==> src/design/thc_pkg.sv <==
// ----------------------------------------------------------------------------
// thc_pkg
// Shared types, constants and helpers for the temperature and humidity
// compensation pipeline.
// ----------------------------------------------------------------------------
package thc_pkg;

  // pipeline depth: stages 0..3 form the fine temperature, 4..10 the rest
  localparam int unsigned NSTG     = 11;
  localparam int unsigned FINE_STG = 4;
  localparam int unsigned HUM_STG  = NSTG - FINE_STG;

  localparam int unsigned CFG_IDX_W  = 3;
  localparam int unsigned CFG_DATA_W = 24;

  localparam logic [31:0] FINE_OFS   = 32'd76800;
  localparam logic [31:0] RND_P      = 32'd16384;
  localparam logic [31:0] Q_BIAS_1   = 32'd32768;
  localparam logic [31:0] Q_BIAS_2   = 32'd2097152;
  localparam logic [31:0] RND_Q      = 32'd8192;
  localparam logic [31:0] RND_T      = 32'd128;
  localparam logic signed [31:0] HUM_MAX  = 32'sd419430400;
  localparam logic signed [31:0] TEMP_MIN = -32'sd4000;
  localparam logic signed [31:0] TEMP_MAX = 32'sd8500;

  typedef enum logic [CFG_IDX_W-1:0] {
    RI_TEMP_COEF_1  = 3'd0,
    RI_TEMP_COEF_2  = 3'd1,
    RI_TEMP_COEF_3  = 3'd2,
    RI_HUM_COEF_1   = 3'd3,
    RI_HUM_COEF_2   = 3'd4,
    RI_HUM_COEF_3   = 3'd5,
    RI_HUM_COEF_4_5 = 3'd6,
    RI_HUM_COEF_6   = 3'd7
  } reg_idx_t;

  typedef struct packed {
    logic [15:0] t1;
    logic [15:0] t2;
    logic [15:0] t3;
    logic [7:0]  h1;
    logic [15:0] h2;
    logic [7:0]  h3;
    logic [23:0] h45;
    logic [7:0]  h6;
  } coef_t;

  // arithmetic right shift of a 32-bit two's complement pattern
  function automatic logic [31:0] asr32(input logic [31:0] x, input int unsigned sh);
    asr32 = 32'($signed(x) >>> sh);
  endfunction

endpackage

==> src/design/thc_ctrl.sv <==
// ----------------------------------------------------------------------------
// thc_ctrl
// Valid bits and per-stage load enables for the compensation pipeline.
// A stage loads when it is empty or when the stage after it loads.
// ----------------------------------------------------------------------------
module thc_ctrl (
  input  logic                    clk,
  input  logic                    rst_n,
  input  logic                    in_valid,
  output logic                    in_ready,
  output logic                    out_valid,
  input  logic                    out_ready,
  output logic [thc_pkg::NSTG-1:0] stg_en
);
  import thc_pkg::*;

  logic [NSTG-1:0] vld_r;
  logic [NSTG-1:0] vld_nxt;

  // collapse bubbles: an empty stage always takes the beat in front of it
  always_comb begin
    stg_en[NSTG-1] = ~vld_r[NSTG-1] | out_ready;
    for (int k = NSTG - 2; k >= 0; k--) begin
      stg_en[k] = ~vld_r[k] | stg_en[k+1];
    end
  end

  always_comb begin
    vld_nxt = vld_r;
    if (stg_en[0]) vld_nxt[0] = in_valid;
    for (int k = 1; k < NSTG; k++) begin
      if (stg_en[k]) vld_nxt[k] = vld_r[k-1];
    end
  end

  always_ff @(posedge clk) begin
    if (!rst_n) begin
      vld_r <= '0;
    end else begin
      vld_r <= vld_nxt;
    end
  end

  assign in_ready  = stg_en[0];
  assign out_valid = vld_r[NSTG-1];

endmodule

==> config.mk <==
export PLATFORM = sky130hd
export DESIGN_NAME = thc_ctrl
export DESIGN_NICKNAME = d
export VERILOG_FILES = /design/src/design/thc_pkg.sv /design/src/design/thc_ctrl.sv
export SDC_FILE = /design/constraint.sdc
export NUM_CORES = 1
export LEC_CHECK = 0
export BUFFER_PORTS_ARGS = -buffer_cell sky130_fd_sc_hd__buf_2
export CAP_MARGIN = 20
export CELL_PAD_IN_SITES_DETAIL_PLACEMENT = 1
export CELL_PAD_IN_SITES_GLOBAL_PLACEMENT = 2
export CORE_ASPECT_RATIO = 1.1
export CORE_MARGIN = 1
export CORE_UTILIZATION = 26
export CTS_CLUSTER_SIZE = 28
export DETAILED_ROUTE_END_ITERATION = 8
export PLACE_DENSITY_LB_ADDON = 0.25
export SKIP_LAST_GASP = 1
export SLEW_MARGIN = 0
export SYNTH_ARGS = -nofsm -noshare
export SYNTH_HDL_FRONTEND = slang
export SYNTH_SLANG_ARGS = --single-unit
==> constraint.sdc <==
create_clock -name clk -period 1.5 [get_ports clk]
set_input_delay 0.3 -clock clk [delete_from_list [all_inputs] [get_ports clk]]
set_output_delay 0.3 -clock clk [all_outputs]
set_load 0.01 [all_outputs]
==> run metrics <==
run status=finished with violations; failing checks=negative setup slack; Antenna Nets Post-Route=0; Worst EP required=1200 ps; period utilization=1.06; TNS Setup=-621 ps; Via-to-Cell Ratio=4.62; synth unique cells=24; Clock Sinks=11; Final WS setup=-95.7 ps; Top Registers=vld_r x11; fin. max-slew vios=0; TritonCTS clock tree=done; Clk Latency, worst-skew pair=260 ps; Net Count, Synth=54; Worst setup SP type=register; Crit Path Max Fanout=7; fin cells=98; post-detail-place hpwl=755 microns; fmax=0.627 GHz; Post-synth ARST share=0; # IOs=17; Rows=15; RSZ-0062 raised after global routing=true; Mapped Cells=50; commonest cells after routing, fill and taps aside=buf_2 (13), buf_4 (12), dfxtp_1 (8), inv_1 (5); Die Ht=47.1 microns; Total GRT Usage=0.124; Port Buffers=16; GPL Wtd Cong=0.688; DR vias=453; Fillers=207; kind of critical path=register to output port; core box area=1650 sq um; Die ar.=2020 sq um; Top reg by flops=vld_r; Finish-stage setup viols=9; area grow syn2layout=56.0%; clk_skew=0.371 ps; commonest non-fill, non-tap cell in the layout=buf_2; initial antenna violation count=0; post-synthesis cell area=480 sq um; routed wire length=1.08 mm; Placed Cells incl. Taps=87; yosys warns=0; clk root buf=clkbuf_4; first-pass GRT wire length=1.73 mm; DRT Pass-1 Iters=3; Worst Tran Pin Value=230 ps; initial core utilization=0.291; fraction of layout cells with a size suffix above 1=0.580; synthesized area per cell=9.61 sq um; worst path arrival time=1300 ps; EDFF count, synth=0; grt ovf=0; post-route minimum period=1600 ps; sequential share of the synthesized area=0.458; worst-case clock buffer depth=2; Post-synth top flop=dfxtp_1; # diodes=0; Hold Crit Class=input pin to register; worst ir drop on vdd=0.342 mV; 1st-iter DRT viols=1; final hold vios=0; Slew headroom=0.846; Die X-Extent=43.0 microns; number of max-cap violations=0; DR WL/cell=11.1 microns; leakage power=0.327 nW; clock buffer count from CTS=3; Synth Register Bits=11; vias in the first global route=413; DRC viols=0; largest net degree at the start of global routing=15; H-tree Lvls=1; endpoint class of the critical path=output port; nets=86; PD cells=689 nW/um^2; max reg flops=11; clock-pin slew on the worst setup and hold paths=70 ps
==> final cells by class <==
cell class,count,area (sq um),share of cell area
clock buffer,4,26.3,0.0351
inverter,7,31.3,0.0417
multi-input combinational,30,246,0.329
sequential,11,224,0.299
tap,17,21.3,0.0284
timing repair buffer,29,200,0.267
==> critical path: stages, from the launching register on <==
cell and delay [ps]:
dfxtp_2 320, and4b_2 270, inv_4 60, nor2_8 140
nand4_1 90, buf_2 150
==> synthesized netlist by cell type, types with 2 or more instances <==
library cell	instances	area share
dfxtp_1	11	0.46
nand2_1	4	0.031
inv_1	5	0.039
a21boi_1	2	0.031
o21a_1	2	0.031
inv_4	2	0.026
o21ai_2	2	0.036
nand3_1	5	0.052
nand4_1	2	0.026
==> report_power, final <==
group	internal [mW]	switching [mW]
logic	0.0104	0.00915
registers	0.296	0.00286
clock network	0.103	0.0950
==> worst paths after layout <==
| path | start | to | slack (ps) | cells after the start |
|---|---|---|---|---|
| setup / recovery | vld_r[8]$_SDFFE_PN0P_ | stg_en[2] | -100 | 5 |
| hold / removal | in_valid | vld_r[0]$_SDFFE_PN0P_ | 250 | 2 |
| setup reg to reg | vld_r[8]$_SDFFE_PN0P_ | vld_r[5]$_SDFFE_PN0P_ | 220 | 7 |
| hold reg to reg | vld_r[8]$_SDFFE_PN0P_ | vld_r[9]$_SDFFE_PN0P_ | 440 | 2 |
==> cell families (layout without fill, tap and decap cells) <==
family / Yosys count / in the layout / share of synthesized area
AO/OA/AOI/OAI: 11 / 11 / 0.187
buffers and inverters: 9 / 40 / 0.0885
flip-flops: 11 / 11 / 0.458
AND/OR/NAND/NOR: 19 / 19 / 0.266
==> metal layers <==
metal / track usage / vias up / wire length [microns]
met2: 0.200 / 10 / 544
met3: 0.0462 / 2 / 45
met1: 0.137 / 207 / 480
met4: 0.0909 / 0 / 12
met5: 0 / - / 0
li1: - / 234 / -
==> timing repair <==
item	CTS	global route
endpoints found under the setup margin	10	11
setup buffers	4	3
gates resized for setup	5	6
hold buffers	0	0
pin swaps	5	1
endpoints found under the hold margin	0	0
==> stage by stage <==
| step | area, sq um | setup WS (ps) | power [mW] | util | hold slack (ps) |
|---|---|---|---|---|---|
| 2_1_floorplan | 485 | 21.8 | 0.316 | - | 420 |
| 3_3_place_gp | 621 | 16.8 | 0.324 | 0.376 | 431 |
| 3_5_place_dp | 621 | 15.2 | 0.324 | 0.376 | 442 |
| 4_1_cts | 697 | -117 | 0.529 | 0.422 | 241 |
| 5_1_grt | 749 | -190 | 0.555 | 0.454 | 223 |
| 6_report | 749 | -95.7 | 0.516 | 0.454 | 246 |
Power figures use the tool's default switching activity.
