[src/design/thc_pkg.sv]
// ----------------------------------------------------------------------------
// thc_pkg
// Shared types, constants and helpers for the temperature and humidity
// compensation pipeline.
// ----------------------------------------------------------------------------
package thc_pkg;

  // pipeline depth: stages 0..3 form the fine temperature, 4..10 the rest
  localparam int unsigned NSTG     = 11;
  localparam int unsigned FINE_STG = 4;
  localparam int unsigned HUM_STG  = NSTG - FINE_STG;

  localparam int unsigned CFG_IDX_W  = 3;
  localparam int unsigned CFG_DATA_W = 24;

  localparam logic [31:0] FINE_OFS   = 32'd76800;
  localparam logic [31:0] RND_P      = 32'd16384;
  localparam logic [31:0] Q_BIAS_1   = 32'd32768;
  localparam logic [31:0] Q_BIAS_2   = 32'd2097152;
  localparam logic [31:0] RND_Q      = 32'd8192;
  localparam logic [31:0] RND_T      = 32'd128;
  localparam logic signed [31:0] HUM_MAX  = 32'sd419430400;
  localparam logic signed [31:0] TEMP_MIN = -32'sd4000;
  localparam logic signed [31:0] TEMP_MAX = 32'sd8500;

  typedef enum logic [CFG_IDX_W-1:0] {
    RI_TEMP_COEF_1  = 3'd0,
    RI_TEMP_COEF_2  = 3'd1,
    RI_TEMP_COEF_3  = 3'd2,
    RI_HUM_COEF_1   = 3'd3,
    RI_HUM_COEF_2   = 3'd4,
    RI_HUM_COEF_3   = 3'd5,
    RI_HUM_COEF_4_5 = 3'd6,
    RI_HUM_COEF_6   = 3'd7
  } reg_idx_t;

  typedef struct packed {
    logic [15:0] t1;
    logic [15:0] t2;
    logic [15:0] t3;
    logic [7:0]  h1;
    logic [15:0] h2;
    logic [7:0]  h3;
    logic [23:0] h45;
    logic [7:0]  h6;
  } coef_t;

  // arithmetic right shift of a 32-bit two's complement pattern
  function automatic logic [31:0] asr32(input logic [31:0] x, input int unsigned sh);
    asr32 = 32'($signed(x) >>> sh);
  endfunction

endpackage

[src/design/thc_fine.sv]
// ----------------------------------------------------------------------------
// thc_fine
// Stages 0..3: fine temperature value from the raw temperature reading.
// The raw humidity reading rides along.
// ----------------------------------------------------------------------------
module thc_fine (
  input  logic                         clk,
  input  logic [thc_pkg::FINE_STG-1:0] stg_en,
  input  thc_pkg::coef_t               coef,
  input  logic [19:0]                  raw_temp,
  input  logic [15:0]                  raw_hum,
  output logic [31:0]                  fine,
  output logic [15:0]                  hum
);
  import thc_pkg::*;

  logic [31:0] t1_w;
  logic [31:0] t2_w;
  logic [31:0] t3_w;

  logic [31:0] a_r, b_r;
  logic [31:0] m1_r, bb_r;
  logic [31:0] var1_r, m2_r;
  logic [31:0] fine_r;
  logic [15:0] hum0_r, hum1_r, hum2_r, hum3_r;

  assign t1_w = {16'd0, coef.t1};
  assign t2_w = {{16{coef.t2[15]}}, coef.t2};
  assign t3_w = {{16{coef.t3[15]}}, coef.t3};

  always_ff @(posedge clk) begin
    if (stg_en[0]) begin
      a_r    <= {15'd0, raw_temp[19:3]} - {t1_w[30:0], 1'b0};
      b_r    <= {16'd0, raw_temp[19:4]} - t1_w;
      hum0_r <= raw_hum;
    end
    if (stg_en[1]) begin
      m1_r   <= a_r * t2_w;
      bb_r   <= b_r * b_r;
      hum1_r <= hum0_r;
    end
    if (stg_en[2]) begin
      var1_r <= asr32(m1_r, 11);
      m2_r   <= asr32(bb_r, 12) * t3_w;
      hum2_r <= hum1_r;
    end
    if (stg_en[3]) begin
      fine_r <= var1_r + asr32(m2_r, 14);
      hum3_r <= hum2_r;
    end
  end

  assign fine = fine_r;
  assign hum  = hum3_r;

endmodule

[config.mk]
export PLATFORM = sky130hd
export DESIGN_NAME = thc_fine
export DESIGN_NICKNAME = d
export VERILOG_FILES = /design/src/design/thc_pkg.sv /design/src/design/thc_fine.sv
export SDC_FILE = /design/constraint.sdc
export NUM_CORES = 2
export LEC_CHECK = 0
export ABC_AREA = 1
export BUFFER_PORTS_ARGS = -buffer_cell sky130_fd_sc_hd__buf_4
export CORE_ASPECT_RATIO = 0.9
export CORE_MARGIN = 2
export CORE_UTILIZATION = 33
export DETAILED_ROUTE_END_ITERATION = 7
export HOLD_SLACK_MARGIN = 0.1
export REMOVE_ABC_BUFFERS = 1
export SYNTH_ARGS = -nofsm -noshare
export SYNTH_HDL_FRONTEND = slang
export SYNTH_SLANG_ARGS = --single-unit
[constraint.sdc]
create_clock -name clk -period 7.1 [get_ports clk]
set_input_delay 0.71 -clock clk [delete_from_list [all_inputs] [get_ports clk]]
set_output_delay 0.71 -clock clk [all_outputs]
set_load 0.05 [all_outputs]
==> metrics.yaml <==
globalRouteTotalUtil: 0.163
ys.flop_type: "edfxtp_1"
synth_seq_cells: 184
syn_inst: 4823
hold_path_class: "primary input to flop"
drv_cap: 0
ys_seq_area_frac: 0.133
dr.pass1.iters: 6
core_area_um2: 125000
drive_gt1_frac: 0.0617
viasPerCell: 4.50
outcome: "complete, no violations"
holdBufCountCts: 0
grt_overflow: 0
finalHoldViolCount: 0
drv_slew: 0
portBuffers: 133
arrival_ns: 7.02
clkSinkCount: 184
clk_latency_ns: 0.51
synthesis.area_um2: 41500
use_met1: 0.236
crit_slowest_cell: "edfxtp_1"
postPlaceCellArea_um2: 44500
finalCritPeriodShare: 0.957
setup_violations: 0
cp_common_cell: "fa_1"
critPathCaptureType: "flop"
grt.busiest_layer: "met2"
clkSlewWorstSetupHoldPaths_ns: 0.09
final_area_um2: 45100
use_met3: 0.0221
io-pin-count: 201
cts_root_buf: "clkbuf_16"
fin_tns_setup_ns: 0
final_util: 0.361
final_cell_mix: "1453 x inv_1, 1075 x nand2_1, 860 x fa_1, 334 x ha_1, 196 x buf_4"
die_height_um: 341
max_freq_mhz: 147
synth_cell_types: 52
num_vias: 29600
grtUsageMet2: 0.263
cp-start-kind: "flop"
rsz0062_at_grt: "yes"
wl_per_cell_um: 15.3
drt_iter0_drc: 1628
drc: 0
regToRegSetupSlack_ns: 0.31
detailed_place_hpwl_mm: 85.9
grt_max_degree: 58
async_reset_ff_frac: 0
grt_first_pass_wirelength_mm: 166
detail-route-antenna-nets: 0
finClkSkew_ns: 0.0274
start_util: 0.332
cts_max_level: 4
cts_tree: "done"
yosysWarnings: 0
path_cells: "buf_4, nand2_1, inv_1, fa_1, fa_1, fa_1, inv_1, fa_1, inv_1, fa_1, fa_1, fa_1, fa_1, ha_1, a21oi_1, o21ai_0, a21oi_1, nand3_1, a21boi_1, xnor2_1"
place_congestion: 0.920
path_max_fanout: 10
dieWidth_um: 378
die-area_um2: 129000
rows: 123
cts-buffers-inserted: 17
max_slew_margin: 0.441
dp_cells: 6546
syn2layout_area_growth_pct: 8.66
required_ns: 7.33
cpPeakStageDelay_ns: 0.64
drt_wl_total_mm: 100
antenna_found_initial: 0
clock_path_buffers: 2
synth_edf_count: 184
layout_commonest_cell: "inv_1"
final_cells: 6585
nets: 6231
grt_pass1_vias: 31400
fin_crit_ns: 6.79
worst_pin_slew_ns: 0.838
setup.worst_path.class: "flop to flop"
syn_avg_cell_area_um2: 8.61
[critical path, delay by kind of cell, from the launching register on]
family / cells / cell delay [ns]
compound gates: 4 / 0.88
xor+xnor: 1 / 0.08
fa+ha+maj: 9 / 4.14
buf+inv: 4 / 0.50
flops: 1 / 0.64
simple gates: 2 / 0.29
[per-layer routing]
layer	up-vias	part of all wire
met3	77	0.049
met4	0	0.011
li1	14000	-
met5	-	0
met1	14800	0.48
met2	666	0.46
[Yosys cell counts, types with 3 or more instances]
cell type / count / area, um2
buf_2: 6 / 30.0
clkbuf_1: 123 / 462
inv_2: 7 / 26.3
a21boi_0: 6 / 45.0
buf_4: 14 / 105
nand4_1: 18 / 113
o21ai_0: 62 / 310
o21bai_1: 15 / 113
inv_1: 1454 / 5460
ha_1: 334 / 4180
o21a_1: 6 / 45.0
o21ai_2: 5 / 43.8
nor3_1: 21 / 105
a21oi_1: 126 / 631
buf_1: 14 / 52.6
o221ai_1: 4 / 35.0
nand3b_1: 6 / 45.0
or2_2: 20 / 125
nand2_2: 13 / 81.3
o21ai_1: 7 / 35.0
o211ai_1: 6 / 45.0
xnor2_1: 40 / 350
nor2_1: 157 / 589
nand3_1: 82 / 410
edfxtp_1: 184 / 5530
nand2_1: 1077 / 4040
a31oi_1: 8 / 50.1
fa_1: 860 / 17200
xor2_1: 93 / 815
nand3_2: 4 / 40.0
nor2_2: 3 / 18.8
a21o_1: 18 / 135
[cell type report]
class / count / area (um2)
multi-input combinational: 3019 / 29900
clock buffer: 17 / 425
fill: 13000 / 79800
inverter: 1462 / 5490
tap: 1687 / 2110
antenna: 1 / 2.50
clock inverter: 15 / 173
timing repair buffer: 200 / 1530
sequential: 184 / 5530
[sequential cells by signal (all words and copies together) (netlist names)]
signal  count
m1_r       21
a_r        18
hum2_r     16
var1_r     21
hum1_r     16
m2_r       18
hum        16
bb_r       20
fine       22
hum0_r     16
[path summary, 6_finish.rpt]
kind | cells past startpoint | from | to
setup / recovery | 20 | a_r[15] | bb_r[26]
hold / removal | 1 | raw_hum[13] | hum0_r[13]
setup reg to reg | 20 | a_r[15] | bb_r[26]
hold reg to reg | 0 | hum2_r[10] | hum[10]
[stage by stage]
step / hold WS [ns] / setup WS, ns
floorplan: 0.400 / 0.152
global placement: 0.401 / 0.338
detailed placement: 0.405 / 0.311
CTS: 0.339 / 0.280
global route: 0.342 / -0.00472
finish: 0.379 / 0.306
[cells by family (layout without fill, tap and decap cells)]
kind of cell | count (synthesis) | count (layout) | synth area share
xor gates and xnor gates | 134 | 134 | 0.0284
adders and majority gates | 1195 | 1195 | 0.515
other | 0 | 1 | 0
buffers and inverters | 1620 | 1694 | 0.148
AOI/OAI and AO/OA | 278 | 278 | 0.0389
DFF | 184 | 184 | 0.133
and+or+nand+nor | 1412 | 1412 | 0.137
[repair_timing]
item,in CTS,in global routing
setup buffers,0,6
setup endpoints to repair,0,8
resized for setup,0,9
Power is not shown: default switching activity piles up to over one toggle a cycle in this logic, so the estimate is an artifact.
